[src/design/mi_pkg.sv]
// ----------------------------------------------------------------------------
// mi_pkg
// Shared constants, request codes and the result record of the multiset
// intersection block.
// ----------------------------------------------------------------------------
`default_nettype none

package mi_pkg;

   localparam int MI_MAX_LEN = 32;
   localparam int MI_DATA_W  = 32;

   // request selector codes
   localparam logic [1:0] REQ_APPEND_A = 2'd0;
   localparam logic [1:0] REQ_APPEND_B = 2'd1;
   localparam logic [1:0] REQ_RUN      = 2'd2;

   typedef struct packed {
      logic signed [MI_DATA_W-1:0] match_value;
      logic                        is_last;
      logic                        none_found;
      logic                        overflowed;
   } result_type;

endpackage

`default_nettype wire

[src/design/multiset_intersection.sv]
// ----------------------------------------------------------------------------
// multiset_intersection
// Bounded multiset intersection of two lists of signed 32-bit values.
// ----------------------------------------------------------------------------
// The request channel carries req_type and req_value. An append to A or B
// gives no response; a full list drops the value and sets a
// sticky overflow flag. A run walks list A in order and, for each element,
// scans list B for the first equal entry not yet used; a hit marks that entry
// used and yields a response carrying the A value. The single equality
// comparator handles one B entry per cycle while a stalled receiver does not
// hold the run, and a run scans at most count_a*count_b B entries in all.
// A run with no hit gives one response with none_found set and value zero.
// is_last marks the final response; overflowed repeats the flag on each one.
// After a run both lists, used marks and the overflow flag are empty again.
// req_stall stays high for the whole run. Responses pass through a pending
// slot and an output register; with both full, a stalled receiver holds the
// run at its next hit or at its end.
// Reset is synchronous: lists empty, no response pending, ready for requests.
// ----------------------------------------------------------------------------
`default_nettype none

module multiset_intersection
   import mi_pkg::*;
#(
   parameter int MAX_LEN = MI_MAX_LEN
) (
   input  wire logic                        clock,
   input  wire logic                        reset,
   input  wire logic                        req_valid,
   output logic                             req_stall,
   input  wire logic [1:0]                  req_type,
   input  wire logic signed [MI_DATA_W-1:0] req_value,
   output logic                             rsp_valid,
   input  wire logic                        rsp_stall,
   output logic signed [MI_DATA_W-1:0]      rsp_match_value,
   output logic                             rsp_is_last,
   output logic                             rsp_none_found,
   output logic                             rsp_overflowed
);

   localparam int IDX_W = (MAX_LEN > 1) ? $clog2(MAX_LEN) : 1;
   localparam int CNT_W = $clog2(MAX_LEN + 1);

   logic                 wr_a_en;
   logic                 wr_b_en;
   logic [IDX_W-1:0]     wr_a_addr;
   logic [IDX_W-1:0]     wr_b_addr;
   logic [MI_DATA_W-1:0] wr_data;
   logic [IDX_W-1:0]     rd_a_addr;
   logic [IDX_W-1:0]     rd_b_addr;
   logic [MI_DATA_W-1:0] a_data;
   logic [MI_DATA_W-1:0] b_data;
   result_type           rsp;

   mi_ram #(
      .DEPTH  (MAX_LEN),
      .ADDR_W (IDX_W),
      .DATA_W (MI_DATA_W)
   ) u_list_a (
      .clock   (clock),
      .wr_en   (wr_a_en),
      .wr_addr (wr_a_addr),
      .wr_data (wr_data),
      .rd_addr (rd_a_addr),
      .rd_data (a_data)
   );

   mi_ram #(
      .DEPTH  (MAX_LEN),
      .ADDR_W (IDX_W),
      .DATA_W (MI_DATA_W)
   ) u_list_b (
      .clock   (clock),
      .wr_en   (wr_b_en),
      .wr_addr (wr_b_addr),
      .wr_data (wr_data),
      .rd_addr (rd_b_addr),
      .rd_data (b_data)
   );

   mi_seq #(
      .MAX_LEN (MAX_LEN),
      .IDX_W   (IDX_W),
      .CNT_W   (CNT_W)
   ) u_seq (
      .clock     (clock),
      .reset     (reset),
      .req_valid (req_valid),
      .req_stall (req_stall),
      .req_type  (req_type),
      .req_value (req_value),
      .rsp_valid (rsp_valid),
      .rsp_stall (rsp_stall),
      .rsp       (rsp),
      .wr_a_en   (wr_a_en),
      .wr_b_en   (wr_b_en),
      .wr_a_addr (wr_a_addr),
      .wr_b_addr (wr_b_addr),
      .wr_data   (wr_data),
      .rd_a_addr (rd_a_addr),
      .rd_b_addr (rd_b_addr),
      .a_data    (a_data),
      .b_data    (b_data)
   );

   assign rsp_match_value = rsp.match_value;
   assign rsp_is_last     = rsp.is_last;
   assign rsp_none_found  = rsp.none_found;
   assign rsp_overflowed  = rsp.overflowed;

endmodule

`default_nettype wire

[src/design/mi_ram.sv]
// ----------------------------------------------------------------------------
// mi_ram
// Simple dual-port memory: one write port, one read port with registered data.
// ----------------------------------------------------------------------------
`default_nettype none

module mi_ram #(
   parameter int DEPTH  = 32,
   parameter int ADDR_W = 5,
   parameter int DATA_W = 32
) (
   input  wire logic              clock,
   input  wire logic              wr_en,
   input  wire logic [ADDR_W-1:0] wr_addr,
   input  wire logic [DATA_W-1:0] wr_data,
   input  wire logic [ADDR_W-1:0] rd_addr,
   output logic      [DATA_W-1:0] rd_data
);

   logic [DATA_W-1:0] mem_ff [DEPTH];
   logic [DATA_W-1:0] rd_data_ff;

   always_ff @(posedge clock) begin
      if (wr_en) begin
         mem_ff[wr_addr] <= wr_data;
      end
   end

   always_ff @(posedge clock) begin
      rd_data_ff <= mem_ff[rd_addr];
   end

   assign rd_data = rd_data_ff;

endmodule

`default_nettype wire

[src/design/mi_seq.sv]
// ----------------------------------------------------------------------------
// mi_seq
// Sequencer of the intersection: list counters, used marks, the shared
// equality compare, the pending result and the output register.
// ----------------------------------------------------------------------------
`default_nettype none

module mi_seq
   import mi_pkg::*;
#(
   parameter int MAX_LEN = MI_MAX_LEN,
   parameter int IDX_W   = 5,
   parameter int CNT_W   = 6
) (
   input  wire logic                 clock,
   input  wire logic                 reset,
   input  wire logic                 req_valid,
   output logic                      req_stall,
   input  wire logic [1:0]           req_type,
   input  wire logic [MI_DATA_W-1:0] req_value,
   output logic                      rsp_valid,
   input  wire logic                 rsp_stall,
   output result_type                rsp,
   output logic                      wr_a_en,
   output logic                      wr_b_en,
   output logic [IDX_W-1:0]          wr_a_addr,
   output logic [IDX_W-1:0]          wr_b_addr,
   output logic [MI_DATA_W-1:0]      wr_data,
   output logic [IDX_W-1:0]          rd_a_addr,
   output logic [IDX_W-1:0]          rd_b_addr,
   input  wire logic [MI_DATA_W-1:0] a_data,
   input  wire logic [MI_DATA_W-1:0] b_data
);

   localparam logic [1:0] ST_IDLE   = 2'd0;
   localparam logic [1:0] ST_RUN    = 2'd1;
   localparam logic [1:0] ST_FINISH = 2'd2;

   localparam logic [CNT_W-1:0] FULL_COUNT = CNT_W'(MAX_LEN);

   logic [1:0]           state_ff, state_in;
   logic [CNT_W-1:0]     count_a_ff, count_a_in;
   logic [CNT_W-1:0]     count_b_ff, count_b_in;
   logic                 ovf_ff, ovf_in;
   logic [CNT_W-1:0]     i_ff, i_in;
   logic [CNT_W-1:0]     j_ff, j_in;
   logic [MAX_LEN-1:0]   used_ff, used_in;
   logic                 pend_valid_ff, pend_valid_in;
   logic [MI_DATA_W-1:0] pend_ff, pend_in;
   logic                 rsp_valid_ff, rsp_valid_in;
   result_type           rsp_ff, rsp_in;

   logic                 req_xfer;
   logic                 out_free;
   logic                 hit;
   logic                 last_a;
   logic                 last_b;

   assign req_stall = (state_ff != ST_IDLE);
   assign req_xfer  = req_valid && !req_stall;
   assign out_free  = !rsp_valid_ff || !rsp_stall;
   assign hit       = !used_ff[j_ff[IDX_W-1:0]] && (a_data == b_data);
   assign last_a    = ((i_ff + 1'b1) == count_a_ff);
   assign last_b    = ((j_ff + 1'b1) == count_b_ff);

   always_comb begin
      state_in      = state_ff;
      count_a_in    = count_a_ff;
      count_b_in    = count_b_ff;
      ovf_in        = ovf_ff;
      i_in          = i_ff;
      j_in          = j_ff;
      used_in       = used_ff;
      pend_valid_in = pend_valid_ff;
      pend_in       = pend_ff;
      rsp_valid_in  = rsp_valid_ff && rsp_stall;
      rsp_in        = rsp_ff;
      wr_a_en       = 1'b0;
      wr_b_en       = 1'b0;

      unique case (state_ff)
         ST_IDLE: begin
            if (req_xfer) begin
               case (req_type)
                  REQ_APPEND_A: begin
                     if (count_a_ff < FULL_COUNT) begin
                        wr_a_en    = 1'b1;
                        count_a_in = count_a_ff + 1'b1;
                     end else begin
                        ovf_in = 1'b1;
                     end
                  end
                  REQ_APPEND_B: begin
                     if (count_b_ff < FULL_COUNT) begin
                        wr_b_en    = 1'b1;
                        count_b_in = count_b_ff + 1'b1;
                     end else begin
                        ovf_in = 1'b1;
                     end
                  end
                  REQ_RUN: begin
                     i_in = '0;
                     j_in = '0;
                     if (count_a_ff == '0 || count_b_ff == '0) begin
                        state_in = ST_FINISH;
                     end else begin
                        state_in = ST_RUN;
                     end
                  end
                  default: begin
                  end
               endcase
            end
         end
         ST_RUN: begin
            if (hit) begin
               // a new match can only go to the pending slot once the old one moves out
               if (!pend_valid_ff || out_free) begin
                  used_in[j_ff[IDX_W-1:0]] = 1'b1;
                  if (pend_valid_ff) begin
                     rsp_valid_in       = 1'b1;
                     rsp_in.match_value = pend_ff;
                     rsp_in.is_last     = 1'b0;
                     rsp_in.none_found  = 1'b0;
                     rsp_in.overflowed  = ovf_ff;
                  end
                  pend_valid_in = 1'b1;
                  pend_in       = a_data;
                  j_in          = '0;
                  if (last_a) begin
                     state_in = ST_FINISH;
                  end else begin
                     i_in = i_ff + 1'b1;
                  end
               end
            end else if (last_b) begin
               j_in = '0;
               if (last_a) begin
                  state_in = ST_FINISH;
               end else begin
                  i_in = i_ff + 1'b1;
               end
            end else begin
               j_in = j_ff + 1'b1;
            end
         end
         ST_FINISH: begin
            if (out_free) begin
               rsp_valid_in      = 1'b1;
               rsp_in.is_last    = 1'b1;
               rsp_in.overflowed = ovf_ff;
               if (pend_valid_ff) begin
                  rsp_in.match_value = pend_ff;
                  rsp_in.none_found  = 1'b0;
               end else begin
                  rsp_in.match_value = '0;
                  rsp_in.none_found  = 1'b1;
               end
               pend_valid_in = 1'b0;
               count_a_in    = '0;
               count_b_in    = '0;
               ovf_in        = 1'b0;
               used_in       = '0;
               state_in      = ST_IDLE;
            end
         end
         default: begin
            state_in = ST_IDLE;
         end
      endcase
   end

   always_ff @(posedge clock) begin
      if (reset) begin
         state_ff      <= ST_IDLE;
         count_a_ff    <= '0;
         count_b_ff    <= '0;
         ovf_ff        <= 1'b0;
         used_ff       <= '0;
         pend_valid_ff <= 1'b0;
         rsp_valid_ff  <= 1'b0;
         i_ff          <= '0;
         j_ff          <= '0;
      end else begin
         state_ff      <= state_in;
         count_a_ff    <= count_a_in;
         count_b_ff    <= count_b_in;
         ovf_ff        <= ovf_in;
         used_ff       <= used_in;
         pend_valid_ff <= pend_valid_in;
         rsp_valid_ff  <= rsp_valid_in;
         i_ff          <= i_in;
         j_ff          <= j_in;
      end
   end

   always_ff @(posedge clock) begin
      pend_ff <= pend_in;
      rsp_ff  <= rsp_in;
   end

   // reads are issued with the next index so the data lines up with i_ff and j_ff
   assign rd_a_addr = i_in[IDX_W-1:0];
   assign rd_b_addr = j_in[IDX_W-1:0];
   assign wr_a_addr = count_a_ff[IDX_W-1:0];
   assign wr_b_addr = count_b_ff[IDX_W-1:0];
   assign wr_data   = req_value;
   assign rsp_valid = rsp_valid_ff;
   assign rsp       = rsp_ff;

   a_idle_no_pending: assert property (@(posedge clock) disable iff (reset)
      state_ff == ST_IDLE |-> !pend_valid_ff)
      else $error("pending result left over outside a run");

   a_finish_emits_last: assert property (@(posedge clock) disable iff (reset)
      (state_ff == ST_FINISH && out_free) |=> (rsp_valid_ff && rsp_ff.is_last))
      else $error("run finished without a final result");

   a_empty_is_last_zero: assert property (@(posedge clock) disable iff (reset)
      (rsp_valid_ff && rsp_ff.none_found) |-> (rsp_ff.is_last && rsp_ff.match_value == '0))
      else $error("empty result not final or not zero");

   a_counts_bounded: assert property (@(posedge clock) disable iff (reset)
      (count_a_ff <= FULL_COUNT) && (count_b_ff <= FULL_COUNT))
      else $error("list count beyond capacity");

   a_run_scan_in_range: assert property (@(posedge clock) disable iff (reset)
      state_ff == ST_RUN |-> (i_ff < count_a_ff) && (j_ff < count_b_ff))
      else $error("scan index outside loaded lists");

endmodule

`default_nettype wire
[config.mk]
export PLATFORM = sky130hd
export DESIGN_NAME = multiset_intersection
export DESIGN_NICKNAME = d
export VERILOG_FILES = /design/src/design/mi_pkg.sv /design/src/design/multiset_intersection.sv /design/src/design/mi_ram.sv /design/src/design/mi_seq.sv
export SDC_FILE = /design/constraint.sdc
export NUM_CORES = 2
export LEC_CHECK = 0
export BUFFER_PORTS_ARGS = -buffer_cell sky130_fd_sc_hd__buf_2
export CORE_UTILIZATION = 63
export DETAILED_ROUTE_END_ITERATION = 8
export PLACE_DENSITY = 0.79
export SLEW_MARGIN = 10
export SYNTH_ARGS = -nofsm -noshare
export SYNTH_HDL_FRONTEND = slang
export SYNTH_HIERARCHICAL = 1
export SYNTH_SLANG_ARGS = --single-unit
[constraint.sdc]
create_clock -name clock -period 6.1 [get_ports clock]
set_input_delay 0.61 -clock clock [delete_from_list [all_inputs] [get_ports clock]]
set_output_delay 0.61 -clock clock [all_outputs]
set_load 0.02 [all_outputs]
Word-level counts from Yosys, hierarchy flattened
Memories as Yosys holds them, arrays and structs flattened. A register that Yosys moved wholly into a read port is not among the register bits.
Index checks and enable logic that the tools add are counted.
- input port bits: 38
- word-level logic and storage cells: 150
- bits in writable memories: 2048
- memories: 2
- output and inout port bits: 37
- register bits: 128
- equality and inequality tests: 22
- bitwise operators: 1
- reduce and logical (&&, ||, !) cells: 29
- muxes and demuxes: 72
- magnitude comparators: 4
- add/sub/neg operators: 4
- memories (memory ; words ; bits a word ; rd ports ; clocked after Yosys merged registers in ; wr ports ; line ; RTL):
    u_list_a.mem_ff ; 32 ; 32 ; 1 ; 1 ; 1 ; mi_ram.sv:20 ; logic [DATA_W-1:0] mem_ff [DEPTH];
    u_list_b.mem_ff ; 32 ; 32 ; 1 ; 1 ; 1 ; mi_ram.sv:20 ;
- operators by type and width (cell ; count):
    $mux 35 ; 4
    $mux 32 ; 4
    $mux 6 ; 18
    $pmux 35 s2 ; 1
    $pmux 32 s2 ; 1
    $pmux 6 s2 ; 4
    $eq 32x32->1 ; 1
    $or 32x32->32 ; 1
    $mux 1 ; 25
    $reduce_and 5->1 ; 5
    $add 6x1->6 const B ; 4
    $mux 2 ; 8
    $ne 2x1->1 const B ; 7
    $eq 6x6->1 ; 2
    $logic_not 6->1 ; 2
    $lt 6x6->1 const B ; 2
    $ne 3x3->1 const B ; 4
    $pmux 1 s2 ; 4
    $reduce_and 4->1 ; 2
    $reduce_bool 2->1 ; 4
    $lt 5x6->1 const B ; 1
    $ne 2x2->1 const B ; 3
    $pmux 2 s3 ; 1
    $reduce_and 6->1 ; 1
    11 further kinds ; 23

Longest topological paths before layout
- word-level depth: 8
- gate-level depth with buffers: 19
- depth with buffers taken out: 13

Modules after synthesis
The synthesis kept the hierarchy.
- by module, submodules not included (module ; seq. area each (um^2) ; cells an instance ; area each (um^2) ; times used):
    mi_ram (u_list_a) ; 31390.1 ; 2260 ; 40492.6 ; 1
    mi_ram (u_list_b) ; 31390.1 ; 2260 ; 40485.1 ; 1
    mi_seq ; 3233.1 ; 595 ; 6623.9 ; 1

Worst setup path before layout
No wires, ideal clock.
- kind: register to register
- start: reg u_seq.j_ff[1]
- end: reg u_seq.pend_ff[0], enable pin
- cell stages (with the launch flop): 8
- setup slack: 0.924 ns
- period minus slack after synthesis: 5.176 ns
- arrival: 4.675 ns
- library setup time: 0.501 ns
- required time: 5.599 ns
- path buffers: 2
- cells stage by stage: dfxtp_1 -> buf_6 -> buf_12 -> mux2i_1 -> o221ai_1 -> a222oi_1 -> nand3_1 -> nor4_1
- longest elaborated chain between the ends: 5
- RTL lines (what ; line ; RTL):
    from (decl) ; mi_seq.sv:46 ; logic [CNT_W-1:0] j_ff, j_in;
    from (signal assigned) ; mi_seq.sv:193 ; j_ff <= j_in;
    $bmux 1 s5 ; mi_seq.sv:62 ; assign hit = !used_ff[j_ff[IDX_W-1:0]] && (a_data == b_data);
    $mux 1 (not written as such) ; mi_seq.sv:62 ;
    $logic_not 1->1 ; mi_seq.sv:62 ;
    $logic_and 1x1->1 ; mi_seq.sv:62 ;
    $reduce_and 3->1 (no line) ; n/a ;
    to (signal assigned) ; mi_seq.sv:198 ; pend_ff <= pend_in;
    to (decl) ; mi_seq.sv:49 ; logic [MI_DATA_W-1:0] pend_ff, pend_in;
Every way passes these cells. The select of a mux whose other input is x is not followed.
A chain may end at the register's enable or synchronous reset.

Final worst setup path
- start: reg u_list_a.rd_data_ff[12], in the netlist u_list_a/rd_data[12] (read register of u_list_a.mem_ff)
- end: reg u_list_b.rd_data_ff[29], in the netlist u_list_b/rd_data[29] (read register of u_list_b.mem_ff)
- longest elaborated chain between the ends: 4
- RTL lines (what ; line ; RTL):
    from (decl) ; mi_ram.sv:21 ; logic [DATA_W-1:0] rd_data_ff;
    $eq 32x32->1 ; mi_seq.sv:62 ;
    $logic_and 1x1->1 ; mi_seq.sv:62 ;
    $mux 6 ; mi_seq.sv:116 ; if (hit) begin
    $pmux 6 s2 ; mi_seq.sv:81 ; unique case (state_ff)
    net rd_b_addr[2] ; multiset_intersection.sv:50 ; logic [IDX_W-1:0] rd_b_addr;
    to (decl) ; mi_ram.sv:21 ;
The timed path passes the listed nets, and every way through them passes these cells.

==> run metrics <==
I/O pin total 75; Routed WL per cell 27.8 um; WP data required 6.75 ns; slew at the pin closest to its max-slew limit 1.28 ns; Adder-Cell Fraction of Synth Area 0.00171; Area growth syn-to-layout 11.1%; RSZ-0062 raised after global routing false; fin nets 5284; Reg2Reg Launch Point u_list_a/rd_data[12]$_DFF_P_; DR vias 47254; final HPWL from detailed placement 116000 um; Worst Path Buf+Inv 2; Worst Hold Slack 0.246 ns; multiplexer area fraction after synthesis 0.119; Reg2Reg Setup Slack 0.75 ns; post-synthesis compound-gate area fraction 0.0550; final WL 200000 um; Clock Latency Late Sink 0.83 ns; clk sink count 2240; clock root buffer clkbuf_16; post-layout min period 5.35 ns; num rows 136; Total GRT Usage 0.284; initial core utilization 0.636; depth of the most critical reg-to-reg path 13; Clock Path Buffers 3; postcts setup bufs 0; Crit Reg-Reg Endpoint u_list_b/rd_data[29]$_DFF_P_; Critical Setup Path Class flop to flop; count leader, synth edfxtp_1; Iter 0 DRT Violations 5412; CTS buffer count 208; finished layout cell area 97300 um^2; CTS H-tree depth 4; Synth Flop Type edfxtp_1; crit path DAT 6.00 ns; Synth Area per Inst 17.1 um^2; gpl congestion 0.850; Yosys reg bits 2240; critical path startpoint category flop; residual DRC count 0; Die Y-Extent 375 um; core area 138000 um^2; xor and xnor fraction of the mapped netlist area 0.00576; status completed; Yosys top cell by area edfxtp_1; CP max stage cell nor2b_4; largest family of logic cells by synthesized area multiplexers; CTS tree done; via/cell ratio 6.55; Hold Fails Final Rpt 0; CP Depth 13; Peak VDD IR 0.000388 V; Static Leak 29.4 nW; Post-Syn Instances 5115; crit-path cells xnor2_1, nand4_1, nor4_1, buf_4, and3_4, a41oi_1, a31oi_1, nor2b_4, buf_4, a22o_1, nor3_1, a31oi_1, nand3_1; CP Capture Type flop; Synth area leaders edfxtp_1 72%, mux2i_1 12%, dfxtp_1 2.9%; Antenna Nets Post-Route 0; fmax 187 MHz; setup TNS 0 ns; area of the die 141000 um^2; top cell type's share of synthesized area 0.725; drt first pass iters 6; fraction of registers with async set/reset 0; GRT overflow 0; CTS resizes 0; Cell Count Post-Placement 6817; Synthesized Nets 5165; vias in the first global route 46477; Final Cycle Share 0.876; final setup violation count 0; Synth top cells by count 2115 x edfxtp_1, 1039 x mux2i_1, 229 x nand2_1; layout cells sized above 1 0.120; initial antenna violation count 14; Hold Path Class input port to flop; clock skew 0.0216 ns; fillers 8154; pwr dens 312 nW/um^2; synthesized area 87600 um^2; register area share after synthesis 0.754; IO buf count 74; Worst slew margin 0.144; power consumption 0.0304 W; Worst setup endpoint u_list_b/rd_data[29]$_DFF_P_; slowest stage delay, CP 0.65 ns; largest net degree at the start of global routing 74; crit path launch u_list_a/rd_data[12]$_DFF_P_; beginning of the worst hold path req_value[13]; Layout Cells excl Fill 7212; fin. max-slew vios 0; Cell variety after synth 75; post-cts hold buffer count 0; worst-path maximum fanout 28; simple-gate share of the synthesized area 0.0394; first-pass GRT wire length 295000 um; Max-Cap Viols 0; Post-synth EDFFs 2115; Die X 375 um; Worst-path clk slew 0.06 ns; delay-heaviest family, CP simple AND/OR/NAND/NOR gates; Yosys Warn Count 6; DP Area 90400 um^2
-- metrics by stage --
step | utilization | worst slack [ns]
floorplan | - | 0.924
global placement | 0.657 | 1.08
detailed placement | 0.657 | 0.977
CTS | 0.707 | 0.895
global route | 0.707 | 0.684
finish | 0.707 | 0.755
-- layer usage --
metal  part of all wire  track usage
met3              0.097       0.0532
met5            0.00015            0
met4              0.028       0.0895
met1               0.39        0.389
met2               0.49        0.464
-- cell type report --
type / instances / area, um^2 / share of cell area
Inverter: 21 / 78.8 / 0.000810
Clock buffer: 292 / 5870 / 0.0603
Tap cell: 1794 / 2240 / 0.0231
Antenna cell: 6 / 15.0 / 0.000154
Sequential cell: 2240 / 66000 / 0.678
Clock inverter: 96 / 987 / 0.0101
Timing Repair Buffer: 245 / 2150 / 0.0221
Multi-Input combinational cell: 2518 / 20000 / 0.205
-- cells by family (layout without fill, tap and decap cells) --
group / after synthesis / in the layout
buffers and inverters: 357 / 654
AOI/OAI and AO/OA: 677 / 677
muxes: 1042 / 1042
xor gates and xnor gates: 56 / 56
and+or+nand+nor: 731 / 731
other: 0 / 6
DFF: 2240 / 2240
adders and majority gates: 12 / 12
-- power by group --
part	total (W)	switching, W	leakage (nW)	internal [W]
logic	0.000544	0.000429	6.02	0.000115
clock network	0.0129	0.00540	3.36	0.00749
registers	0.0169	0.0000444	20.1	0.0169
total	0.0304	0.00587	29.4	0.0245
-- worst min-delay path by stage --
stage / to / slack (ns) / cells after the start
after floorplan: u_seq/pend_ff[0]$_DFFE_PP_ / 0.43 / 0
after global placement: u_seq/used_ff[27]$_SDFFE_PP0P_ / 0.44 / 1
after detailed placement: u_seq/pend_ff[28]$_DFFE_PP_ / 0.44 / 0
after CTS: u_seq/ovf_ff$_SDFFE_PP0P_ / 0.27 / 2
after global routing: u_list_b/mem_ff[0][13]$_DFFE_PP_ / 0.25 / 1
final: u_list_b/mem_ff[1][13]$_DFFE_PP_ / 0.25 / 1
-- sequential cells by signal, indices dropped and copies added (netlist names), 2 cells and up --
name / cells
u_list_a/mem_ff: 1024
u_list_b/mem_ff: 1024
u_seq/rsp: 35
u_list_a/rd_data: 32
u_list_b/rd_data: 32
u_seq/pend_ff: 32
u_seq/used_ff: 32
u_seq/count_a_ff: 6
u_seq/count_b_ff: 6
u_seq/i_ff: 6
u_seq/j_ff: 6
u_seq/state_ff: 2
-- layout by cell type (no fill, tap or decap), drive strengths merged, types with 4 or more instances in the layout --
master | synthesis | routed
clkinv | 0 | 70
dfxtp | 125 | 125
a22oi | 192 | 192
xor2 | 10 | 10
buf | 237 | 245
a21oi | 207 | 207
nor4 | 6 | 6
nand3 | 213 | 213
ha | 12 | 12
or4 | 5 | 5
nand2b | 8 | 8
clkbuf | 99 | 292
bufinv | 0 | 19
clkinvlp | 0 | 5
nand3b | 14 | 14
nor3 | 71 | 71
nand4 | 11 | 11
o311ai | 5 | 5
mux2i | 1039 | 1039
and3 | 7 | 7
a32o | 32 | 32
a31oi | 75 | 75
o21ai | 6 | 6
or3b | 7 | 7
nand2 | 229 | 229
o221ai | 4 | 4
or3 | 7 | 7
nor2 | 101 | 101
a22o | 129 | 129
diode | 0 | 6
or2 | 4 | 4
xnor2 | 45 | 45
nor2b | 4 | 4
inv | 21 | 23
and2 | 40 | 40
edfxtp | 2115 | 2115
-- worst register-to-register path: stages, from the launching register on --
cell and delay, ns:
dfxtp_1 0.45, xnor2_1 0.59, nand4_1 0.19, nor4_1 0.57
buf_4 0.22, and3_4 0.21, a41oi_1 0.29, a31oi_1 0.54
nor2b_4 0.65, buf_4 0.50, a22o_1 0.21, nor3_1 0.05
a31oi_1 0.49, nand3_1 0.22
No activity file was read; power rests on OpenSTA's default activity.
